--- src/rtl/core/assert_macros.svh ---
// ----------------------------------------------------------------------------
// assert_macros.svh
// Assertion helpers for the RTL; bodies drop out when SYNTH is defined.
// ----------------------------------------------------------------------------
`ifndef ASSERT_MACROS_SVH
`define ASSERT_MACROS_SVH

`ifndef SYNTH
// check prop at every rising edge outside reset
`define ASSERT_CLK(label, clk, rst, prop, msg) \
   label: assert property (@(posedge clk) disable iff (rst) (prop)) else $error(msg);
// check that cond never holds outside reset
`define ASSERT_NEVER(label, clk, rst, cond, msg) \
   label: assert property (@(posedge clk) disable iff (rst) !(cond)) else $error(msg);
`else
`define ASSERT_CLK(label, clk, rst, prop, msg)
`define ASSERT_NEVER(label, clk, rst, cond, msg)
`endif

`endif

--- src/rtl/core/ttsm_pkg.sv ---
// ----------------------------------------------------------------------------
// ttsm_pkg
// Shared constants of the thermal throttle state machine.
// ----------------------------------------------------------------------------
package ttsm_pkg;

   // default width of a temperature value inside the block
   localparam int TEMP_BITS_DEFAULT = 8;

   // configuration register indexes
   localparam logic [2:0] CSR_THROTTLE_ENABLE = 3'd0;
   localparam logic [2:0] CSR_HOTPLUG_PRESENT = 3'd1;
   localparam logic [2:0] CSR_HOTPLUG_TEMP    = 3'd2;
   localparam logic [2:0] CSR_COLD_THR        = 3'd3;
   localparam logic [2:0] CSR_LEVEL1_THR      = 3'd4;
   localparam logic [2:0] CSR_LEVEL2_THR      = 3'd5;
   localparam logic [2:0] CSR_LEVEL3_THR      = 3'd6;

   // manager state codes
   localparam logic [2:0] ST_INIT   = 3'd0;
   localparam logic [2:0] ST_COLD   = 3'd1;
   localparam logic [2:0] ST_NORMAL = 3'd2;
   localparam logic [2:0] ST_L1     = 3'd3;
   localparam logic [2:0] ST_L2     = 3'd4;
   localparam logic [2:0] ST_L3     = 3'd5;

   // throttle level codes
   localparam logic [1:0] LVL_NONE = 2'd0;
   localparam logic [1:0] LVL_3    = 2'd3;

   // handled flag bits
   localparam int FL_COLD_BIT    = 0;
   localparam int FL_HOTPLUG_BIT = 4;

endpackage

--- src/rtl/core/thermal_throttle_state_machine.sv ---
// ----------------------------------------------------------------------------
// thermal_throttle_state_machine: per-tick thermal manager with hysteresis.
// Result beat: registered in the result register; it appears in the cycle after the sample is accepted.
// Throughput: one sample per cycle while the result is not stalled; state updates in the accepting cycle.
// Reset: synchronous; state init, flags clear, registers at their defaults.
// ----------------------------------------------------------------------------
`include "assert_macros.svh"

module thermal_throttle_state_machine
   import ttsm_pkg::*;
#(
   parameter int TEMP_BITS = TEMP_BITS_DEFAULT
) (
   input  logic        clock,
   input  logic        reset,
   // configuration write port
   input  logic        csr_we,
   input  logic [2:0]  csr_index,
   input  logic [15:0] csr_wdata,
   // sample channel
   input  logic        req_valid,
   output logic        req_ready,
   input  logic [7:0]  req_temperature,
   // result channel
   output logic        rsp_valid,
   input  logic        rsp_ready,
   output logic [2:0]  rsp_thermal_state,
   output logic        rsp_avs_off,
   output logic        rsp_avs_on,
   output logic        rsp_limit_free,
   output logic [1:0]  rsp_limit_level,
   output logic        rsp_hotplug_up,
   output logic        rsp_hotplug_down,
   output logic [1:0]  rsp_log_level
);

   // configuration registers
   logic        enable_ff;
   logic        hp_present_ff;
   logic [7:0]  hp_temp_ff;
   logic [15:0] cold_thr_ff;
   logic [15:0] l1_thr_ff;
   logic [15:0] l2_thr_ff;
   logic [15:0] l3_thr_ff;

   // manager state
   logic [2:0] cur_ff, cur_in;
   logic [2:0] prev_ff, prev_in;
   logic [4:0] flags_ff, flags_in;

   // result register
   logic       rsp_valid_ff, rsp_valid_in;
   logic [2:0] state_ff;
   logic       avs_off_ff, avs_off_in;
   logic       avs_on_ff, avs_on_in;
   logic       free_ff, free_in;
   logic [1:0] limit_ff, limit_in;
   logic       hp_up_ff, hp_up_in;
   logic       hp_down_ff, hp_down_in;
   logic [1:0] log_ff, log_in;

   logic accept;

   // sample and threshold fields
   logic [TEMP_BITS-1:0] t;
   logic [TEMP_BITS-1:0] cold_start, cold_stop;
   logic [TEMP_BITS-1:0] l1_start;
   logic [TEMP_BITS-1:0] lvl_start, lvl_stop, next_start;
   logic                 has_next;
   logic [1:0]           lv;
   logic [4:0]           lv_bit;
   logic                 hot_enough;

   // extract the stop field; bits above the register read as zero
   function automatic logic [TEMP_BITS-1:0] stop_of(input logic [15:0] r);
      logic [31:0] ext;
      ext = 32'(r);
      return TEMP_BITS'(ext >> TEMP_BITS);
   endfunction

   assign t          = TEMP_BITS'(req_temperature);
   assign cold_start = cold_thr_ff[TEMP_BITS-1:0];
   assign cold_stop  = stop_of(cold_thr_ff);
   assign l1_start   = l1_thr_ff[TEMP_BITS-1:0];
   assign lv         = 2'(cur_ff - ST_NORMAL);
   assign lv_bit     = 5'(1) << lv;
   assign hot_enough = 16'(t) >= 16'(hp_temp_ff);

   // pick the thresholds of the current level and the one above
   always_comb begin
      lvl_start  = l1_thr_ff[TEMP_BITS-1:0];
      lvl_stop   = stop_of(l1_thr_ff);
      next_start = l2_thr_ff[TEMP_BITS-1:0];
      has_next   = 1'b1;
      unique case (cur_ff)
         ST_L2: begin
            lvl_start  = l2_thr_ff[TEMP_BITS-1:0];
            lvl_stop   = stop_of(l2_thr_ff);
            next_start = l3_thr_ff[TEMP_BITS-1:0];
         end
         ST_L3: begin
            lvl_start  = l3_thr_ff[TEMP_BITS-1:0];
            lvl_stop   = stop_of(l3_thr_ff);
            has_next   = 1'b0;
         end
         default: begin
         end
      endcase
   end

   // step the manager for one sample
   always_comb begin
      cur_in     = cur_ff;
      prev_in    = prev_ff;
      flags_in   = flags_ff;
      avs_off_in = 1'b0;
      avs_on_in  = 1'b0;
      free_in    = 1'b0;
      limit_in   = LVL_NONE;
      hp_up_in   = 1'b0;
      hp_down_in = 1'b0;
      log_in     = LVL_NONE;
      unique case (cur_ff)
         ST_INIT: begin
            cur_in  = ST_COLD;
            prev_in = ST_COLD;
         end
         ST_COLD: begin
            if (t <= cold_start && !flags_ff[FL_COLD_BIT]) begin
               if (|flags_ff[3:1]) begin
                  hp_up_in = flags_ff[FL_HOTPLUG_BIT] && hp_present_ff;
                  free_in  = 1'b1;
                  flags_in = '0;
               end
               avs_off_in               = 1'b1;
               flags_in[FL_COLD_BIT]    = 1'b1;
               prev_in                  = cur_ff;
            end else if (t >= cold_stop) begin
               avs_on_in = 1'b1;
               cur_in    = ST_NORMAL;
            end
         end
         ST_NORMAL: begin
            if (t <= cold_start) begin
               cur_in = ST_COLD;
            end else if (t >= l1_start) begin
               cur_in = ST_L1;
            end else if (|flags_ff) begin
               if (|flags_ff[3:1]) begin
                  hp_up_in = flags_ff[FL_HOTPLUG_BIT] && hp_present_ff;
                  free_in  = 1'b1;
               end
               flags_in = '0;
               prev_in  = cur_ff;
            end
         end
         ST_L1, ST_L2, ST_L3: begin
            if (t <= lvl_stop) begin
               cur_in = cur_ff - 3'd1;
            end else if (has_next && t >= next_start) begin
               cur_in = cur_ff + 3'd1;
            end else if (t >= lvl_start && (flags_ff & lv_bit) == '0) begin
               hp_up_in = flags_ff[FL_HOTPLUG_BIT] && hp_present_ff;
               if ((flags_ff & ~lv_bit) != '0) begin
                  flags_in = '0;
               end
               if (enable_ff) begin
                  limit_in = lv;
               end
               if (prev_ff < cur_ff) begin
                  log_in = lv;
               end
               flags_in = flags_in | lv_bit;
               prev_in  = cur_ff;
            end else if (cur_ff == ST_L3 && enable_ff && hot_enough &&
                         !flags_ff[FL_HOTPLUG_BIT] && hp_present_ff) begin
               hp_down_in               = 1'b1;
               flags_in[FL_HOTPLUG_BIT] = 1'b1;
            end
         end
         default: begin
            cur_in = ST_INIT;
         end
      endcase
   end

   // take a sample whenever the result register is free or draining
   assign req_ready    = !rsp_valid_ff || rsp_ready;
   assign accept       = req_valid && req_ready;
   assign rsp_valid_in = accept || (rsp_valid_ff && !rsp_ready);

   // configuration writes
   always_ff @(posedge clock) begin
      if (reset) begin
         enable_ff     <= 1'b1;
         hp_present_ff <= 1'b1;
         hp_temp_ff    <= 8'hFF;
         cold_thr_ff   <= 16'h0000;
         l1_thr_ff     <= 16'hFFFF;
         l2_thr_ff     <= 16'hFFFF;
         l3_thr_ff     <= 16'hFFFF;
      end else if (csr_we) begin
         unique case (csr_index)
            CSR_THROTTLE_ENABLE: enable_ff     <= csr_wdata[0];
            CSR_HOTPLUG_PRESENT: hp_present_ff <= csr_wdata[0];
            CSR_HOTPLUG_TEMP:    hp_temp_ff    <= csr_wdata[7:0];
            CSR_COLD_THR:        cold_thr_ff   <= csr_wdata;
            CSR_LEVEL1_THR:      l1_thr_ff     <= csr_wdata;
            CSR_LEVEL2_THR:      l2_thr_ff     <= csr_wdata;
            CSR_LEVEL3_THR:      l3_thr_ff     <= csr_wdata;
            default: begin
            end
         endcase
      end
   end

   // advance manager state on an accepted beat
   always_ff @(posedge clock) begin
      if (reset) begin
         cur_ff       <= ST_INIT;
         prev_ff      <= ST_INIT;
         flags_ff     <= '0;
         rsp_valid_ff <= 1'b0;
      end else begin
         rsp_valid_ff <= rsp_valid_in;
         if (accept) begin
            cur_ff   <= cur_in;
            prev_ff  <= prev_in;
            flags_ff <= flags_in;
         end
      end
   end

   // load the result beat
   always_ff @(posedge clock) begin
      if (accept) begin
         state_ff   <= cur_in;
         avs_off_ff <= avs_off_in;
         avs_on_ff  <= avs_on_in;
         free_ff    <= free_in;
         limit_ff   <= limit_in;
         hp_up_ff   <= hp_up_in;
         hp_down_ff <= hp_down_in;
         log_ff     <= log_in;
      end
   end

   assign rsp_valid         = rsp_valid_ff;
   assign rsp_thermal_state = state_ff;
   assign rsp_avs_off       = avs_off_ff;
   assign rsp_avs_on        = avs_on_ff;
   assign rsp_limit_free    = free_ff;
   assign rsp_limit_level   = limit_ff;
   assign rsp_hotplug_up    = hp_up_ff;
   assign rsp_hotplug_down  = hp_down_ff;
   assign rsp_log_level     = log_ff;

   // checks on the manager and the result register
   `ASSERT_CLK(a_state_range, clock, reset, cur_ff <= ST_L3, "state register left the code range")
   `ASSERT_CLK(a_stall_blocks, clock, reset, (rsp_valid_ff && !rsp_ready) |-> !req_ready, "sample taken while result stalled")
   `ASSERT_CLK(a_down_in_l3, clock, reset, (rsp_valid && rsp_hotplug_down) |-> (rsp_thermal_state == ST_L3 && rsp_limit_level == LVL_NONE), "hotplug down outside level three")
   `ASSERT_NEVER(a_avs_both, clock, reset, rsp_valid && rsp_avs_off && rsp_avs_on, "voltage scaling off and on in one beat")

endmodule

--- config.mk ---
export PLATFORM = sky130hd
export DESIGN_NAME = thermal_throttle_state_machine
export DESIGN_NICKNAME = d
export VERILOG_FILES = /design/src/rtl/core/ttsm_pkg.sv /design/src/rtl/core/thermal_throttle_state_machine.sv
export VERILOG_INCLUDE_DIRS = /design/src /design/src/rtl/core
export SDC_FILE = /design/constraint.sdc
export NUM_CORES = 1
export LEC_CHECK = 0
export ABC_AREA = 1
export BUFFER_PORTS_ARGS = -buffer_cell sky130_fd_sc_hd__buf_4
export CAP_MARGIN = 30
export CORE_ASPECT_RATIO = 0.7
export CORE_MARGIN = 2
export CORE_UTILIZATION = 30
export CTS_CLUSTER_DIAMETER = 40
export DETAILED_ROUTE_END_ITERATION = 10
export GPL_ROUTABILITY_DRIVEN = 1
export PLACE_DENSITY_LB_ADDON = 0.25
export SETUP_SLACK_MARGIN = 0.15
export SKIP_LAST_GASP = 1
export SLEW_MARGIN = 20
export SYNTH_ARGS = -nofsm -noshare
export SYNTH_HDL_FRONTEND = slang
export SYNTH_SLANG_ARGS = --single-unit
--- constraint.sdc ---
create_clock -name clock -period 7.1 [get_ports clock]
set_input_delay 0.71 -clock clock [delete_from_list [all_inputs] [get_ports clock]]
set_output_delay 0.71 -clock clock [all_outputs]
set_load 0.02 [all_outputs]
==> key figures <==
Outcome
  • Status: complete, no violations

Timing
  • Hold WS: 0.463 ns
  • Relative slew slack: 40.0%
  • Fmax achieved: 0.269 GHz
  • Final hold vios: 0
  • Slew @ Worst Pin: 0.901 ns
  • RSZ-0062 raised after global routing: false
  • Final critical-path required period: 3.71 ns
  • # setup viols final: 0
  • Final Slew Violations: 0
  • Tcrit/Tclk final: 52.3%
  • Final WS setup: 3.39 ns
  • Worst Clk Skew: 0.00729 ns
  • Setup TNS: 0 ns

Synth
  • Mapped Cells: 789
  • Sequential share of the synthesized area: 36.0%
  • Asr flop ratio synth: 0%
  • Syn nets: 884
  • Mapped Area: 5780 um^2
  • Post-synth EDFFs: 12
  • Yosys warnings: 0
  • Count of cell types in the netlist: 37
  • Post-Syn Area per Cell: 7.32 um^2
  • Ys flop type: dfxtp_1
  • Post-synthesis register bit count: 98

Route
  • Pre-antenna DRT Iters: 5
  • Total wire length: 16,900 um
  • Vias per cell: 4.83
  • DRC Markers: 0
  • Total number of vias: 5,186
  • Drt wl/cell: 15.7 um
  • Remaining antenna violation count: 0
  • DRT iter0 DRCs: 482

Global routing
  • First-pass GRT wire length: 27,100 um
  • Most used routing layer in global routing: met1
  • Initial antenna violation count: 0
  • Gr usage total: 17.4%
  • Vias in the first global route: 4,833
  • Met3 usage in global routing: 3.30%
  • GRT overflow: 0
  • Met2 Track Usage GR: 22.6%
  • Met1 usage: 28.4%
  • Largest net degree at the start of global routing: 84

Floorplan
  • Core Rows: 42
  • Initial core utilization: 30.6%
  • Die H: 120 um
  • Die footprint: 20,400 um^2
  • I/O pin count: 46
  • Core Region: 18,900 um^2
  • Die W: 170 um

Finish
  • Design area: 6700 um^2
  • Antenna cell count: 0
  • Finished Layout Cells: 1,074
  • P&R area growth vs syn: 15.9%
  • Nets: 922
  • Layout cells sized above 1: 9.98%
  • Final core area utilization: 35.5%

Setup path
  • Startpoint Class: flip-flop
  • CP endpoint kind: flip-flop
  • Data arrival, critical path: 3.96 ns
  • Crit path from: cur_ff[0]$_SDFFE_PP0P_
  • Critical Path Fanout Max: 16
  • Reg2reg start: cur_ff[0]$_SDFFE_PP0P_
  • Critical path class: flip-flop to flip-flop
  • Critical Path RT: 7.35 ns

Clock network
  • Clock sink total: 98
  • CTS tree: built
  • Post-CTS Setup Bufs: 0
  • CTS HTree Levels: 3
  • Worst skew pair latency: 0.36 ns
  • Hold Buf Count CTS: 0
  • Post-cts resize count: 0
  • CTS max path bufs: 2
  • Number of buffers created by CTS: 9
  • Clock Tree Root: clkbuf_16
  • Clock transition at path regs: 0.07 ns

Flow run
  • Max Cap Viol: 0

Placed design
  • Final HPWL DP: 12,300 um
  • Number of I/O port buffers: 45
  • Cell Area, Placed: 6350 um^2
  • DP Worst Slack: 3.43 ns
  • Post-Place Cells: 1,057
  • RePlAce Congestion: 0.902

Min path
  • Worst min path class: flip-flop to flip-flop
  • Worst hold start: cold_thr_ff[10]$_SDFFE_PP0P_

Pwr
  • Post-layout total power: 1.47 mW
  • Worst VDD drop: 0.106 mV
  • P_leak: 3.37 nW
  • Power Dens Cells: 219 nW/um^2
[worst max-delay path: stages, from the launching register on]
cell and delay [ns]:
dfxtp_1 0.43, clkinv_1 0.33, ha_1 0.42, nand2_4 0.23, inv_1 0.30, a221oi_1 0.40
ha_1 0.20, inv_1 0.04, o21bai_1 0.13, nand2_1 0.06, nand2_1 0.07, nand2_1 0.05
nand3_1 0.10, nand2_1 0.08, nand2_1 0.16, inv_2 0.09, nor2_1 0.26, nand3_1 0.13
nand2_1 0.08, nor2_1 0.05
[per-layer routing]
metal	up-vias	wire, um	share of wire [%]
met5	-	0	0
met4	0	203	1.2
met3	13	990	5.9
met2	138	6110	36
met1	2340	9600	57
li1	2695	-	-
[where the power goes]
group          switching [mW]  internal, mW  total [mW]
clock                   0.230         0.331       0.560
combinational           0.193         0.109       0.302
sequential             0.0187         0.589       0.608
total                   0.442          1.03        1.47
[sequential cells by signal, summed over array words and instances (netlist names)]
signal and count:
rsp_limit_level 2, hp_present_ff 1, rsp_hotplug_up 1, rsp_limit_free 1
hp_temp_ff 8, l3_thr_ff 16, enable_ff 1, rsp_avs_on 1
l1_thr_ff 16, rsp_thermal_state 3, prev_ff 3, rsp_valid 1
cold_thr_ff 16, flags_ff 5, rsp_log_level 2, rsp_hotplug_down 1
cur_ff 3, rsp_avs_off 1, l2_thr_ff 16
[synth_stat cells, types with 2 or more instances]
cell / n / area, um^2
clkbuf_1: 19 / 71.3
nand2_4: 4 / 45.0
nor2_2: 2 / 12.5
nand3_2: 2 / 20.0
nand2_1: 217 / 815
ha_1: 63 / 788
nand3b_1: 2 / 15.0
mux2i_1: 5 / 50.1
a22o_1: 7 / 61.3
nand3_1: 67 / 335
a21oi_1: 50 / 250
a221oi_1: 8 / 70.1
o21a_1: 3 / 22.5
nand4_1: 11 / 68.8
o211ai_1: 19 / 143
inv_1: 85 / 319
nor2_4: 2 / 22.5
inv_2: 2 / 7.51
edfxtp_1: 12 / 360
a21o_1: 3 / 22.5
clkinv_1: 3 / 11.3
o21ai_0: 29 / 145
nor2_1: 71 / 267
nor3_1: 5 / 25.0
dfxtp_1: 86 / 1720
[cell type report]
cell class                 count  area [um^2]
fill                        2020        12200
clock inverter                 5         83.8
timing repair buffer          50          387
inverter                      91          344
multi-input combinational    577         3250
clock buffer                  11          253
sequential                    98         2080
tap                          242          303
[path summary, 6_finish.rpt]
check | to | cells after the start | slack [ns]
worst max-delay path | prev_ff[1]$_SDFFE_PP0P_ | 19 | 3.39
worst min-delay path | cold_thr_ff[10]$_SDFFE_PP0P_ | 2 | 0.46
worst max register to register | prev_ff[1]$_SDFFE_PP0P_ | 19 | 3.39
worst min register to register | cold_thr_ff[10]$_SDFFE_PP0P_ | 2 | 0.46
[kinds of logic (layout without fill, tap and decap cells)]
group                      after synthesis  count (layout)  synth area share, %
DFF                                     98              98                 36.0
muxes                                    5               5                0.866
xor gates and xnor gates                 1               1                0.152
adders and majority gates               63              63                 13.6
AOI/OAI and AO/OA                      122             122                 12.9
buffers and inverters                  114             157                 7.77
and+or+nand+nor                        386             386                 28.7
[layout by cell type (no fill, tap or decap), types with 2 or more instances in the layout]
master     netlist  layout
nand2_4          4       4
bufinv_16        0       2
nand2_1        217     217
nor3_1           5       5
o21ai_0         29      29
nand3_2          2       2
a21o_1           3       3
clkbuf_16        0       9
clkbuf_8         1       2
clkinv_1         3       3
nand3b_1         2       2
a221oi_1         8       8
inv_4            1       2
inv_2            2       3
a21oi_1         50      50
edfxtp_1        12      12
o211ai_1        19      19
buf_4            0      48
nand4_1         11      11
o21a_1           3       3
dfxtp_1         86      86
mux2i_1          5       5
a22o_1           7       7
nor2_1          71      71
inv_1           85      84
nand3_1         67      67
nor2_2           2       2
ha_1            63      63
nor2_4           2       2
Note: power is estimated with default switching activity, not from simulation.
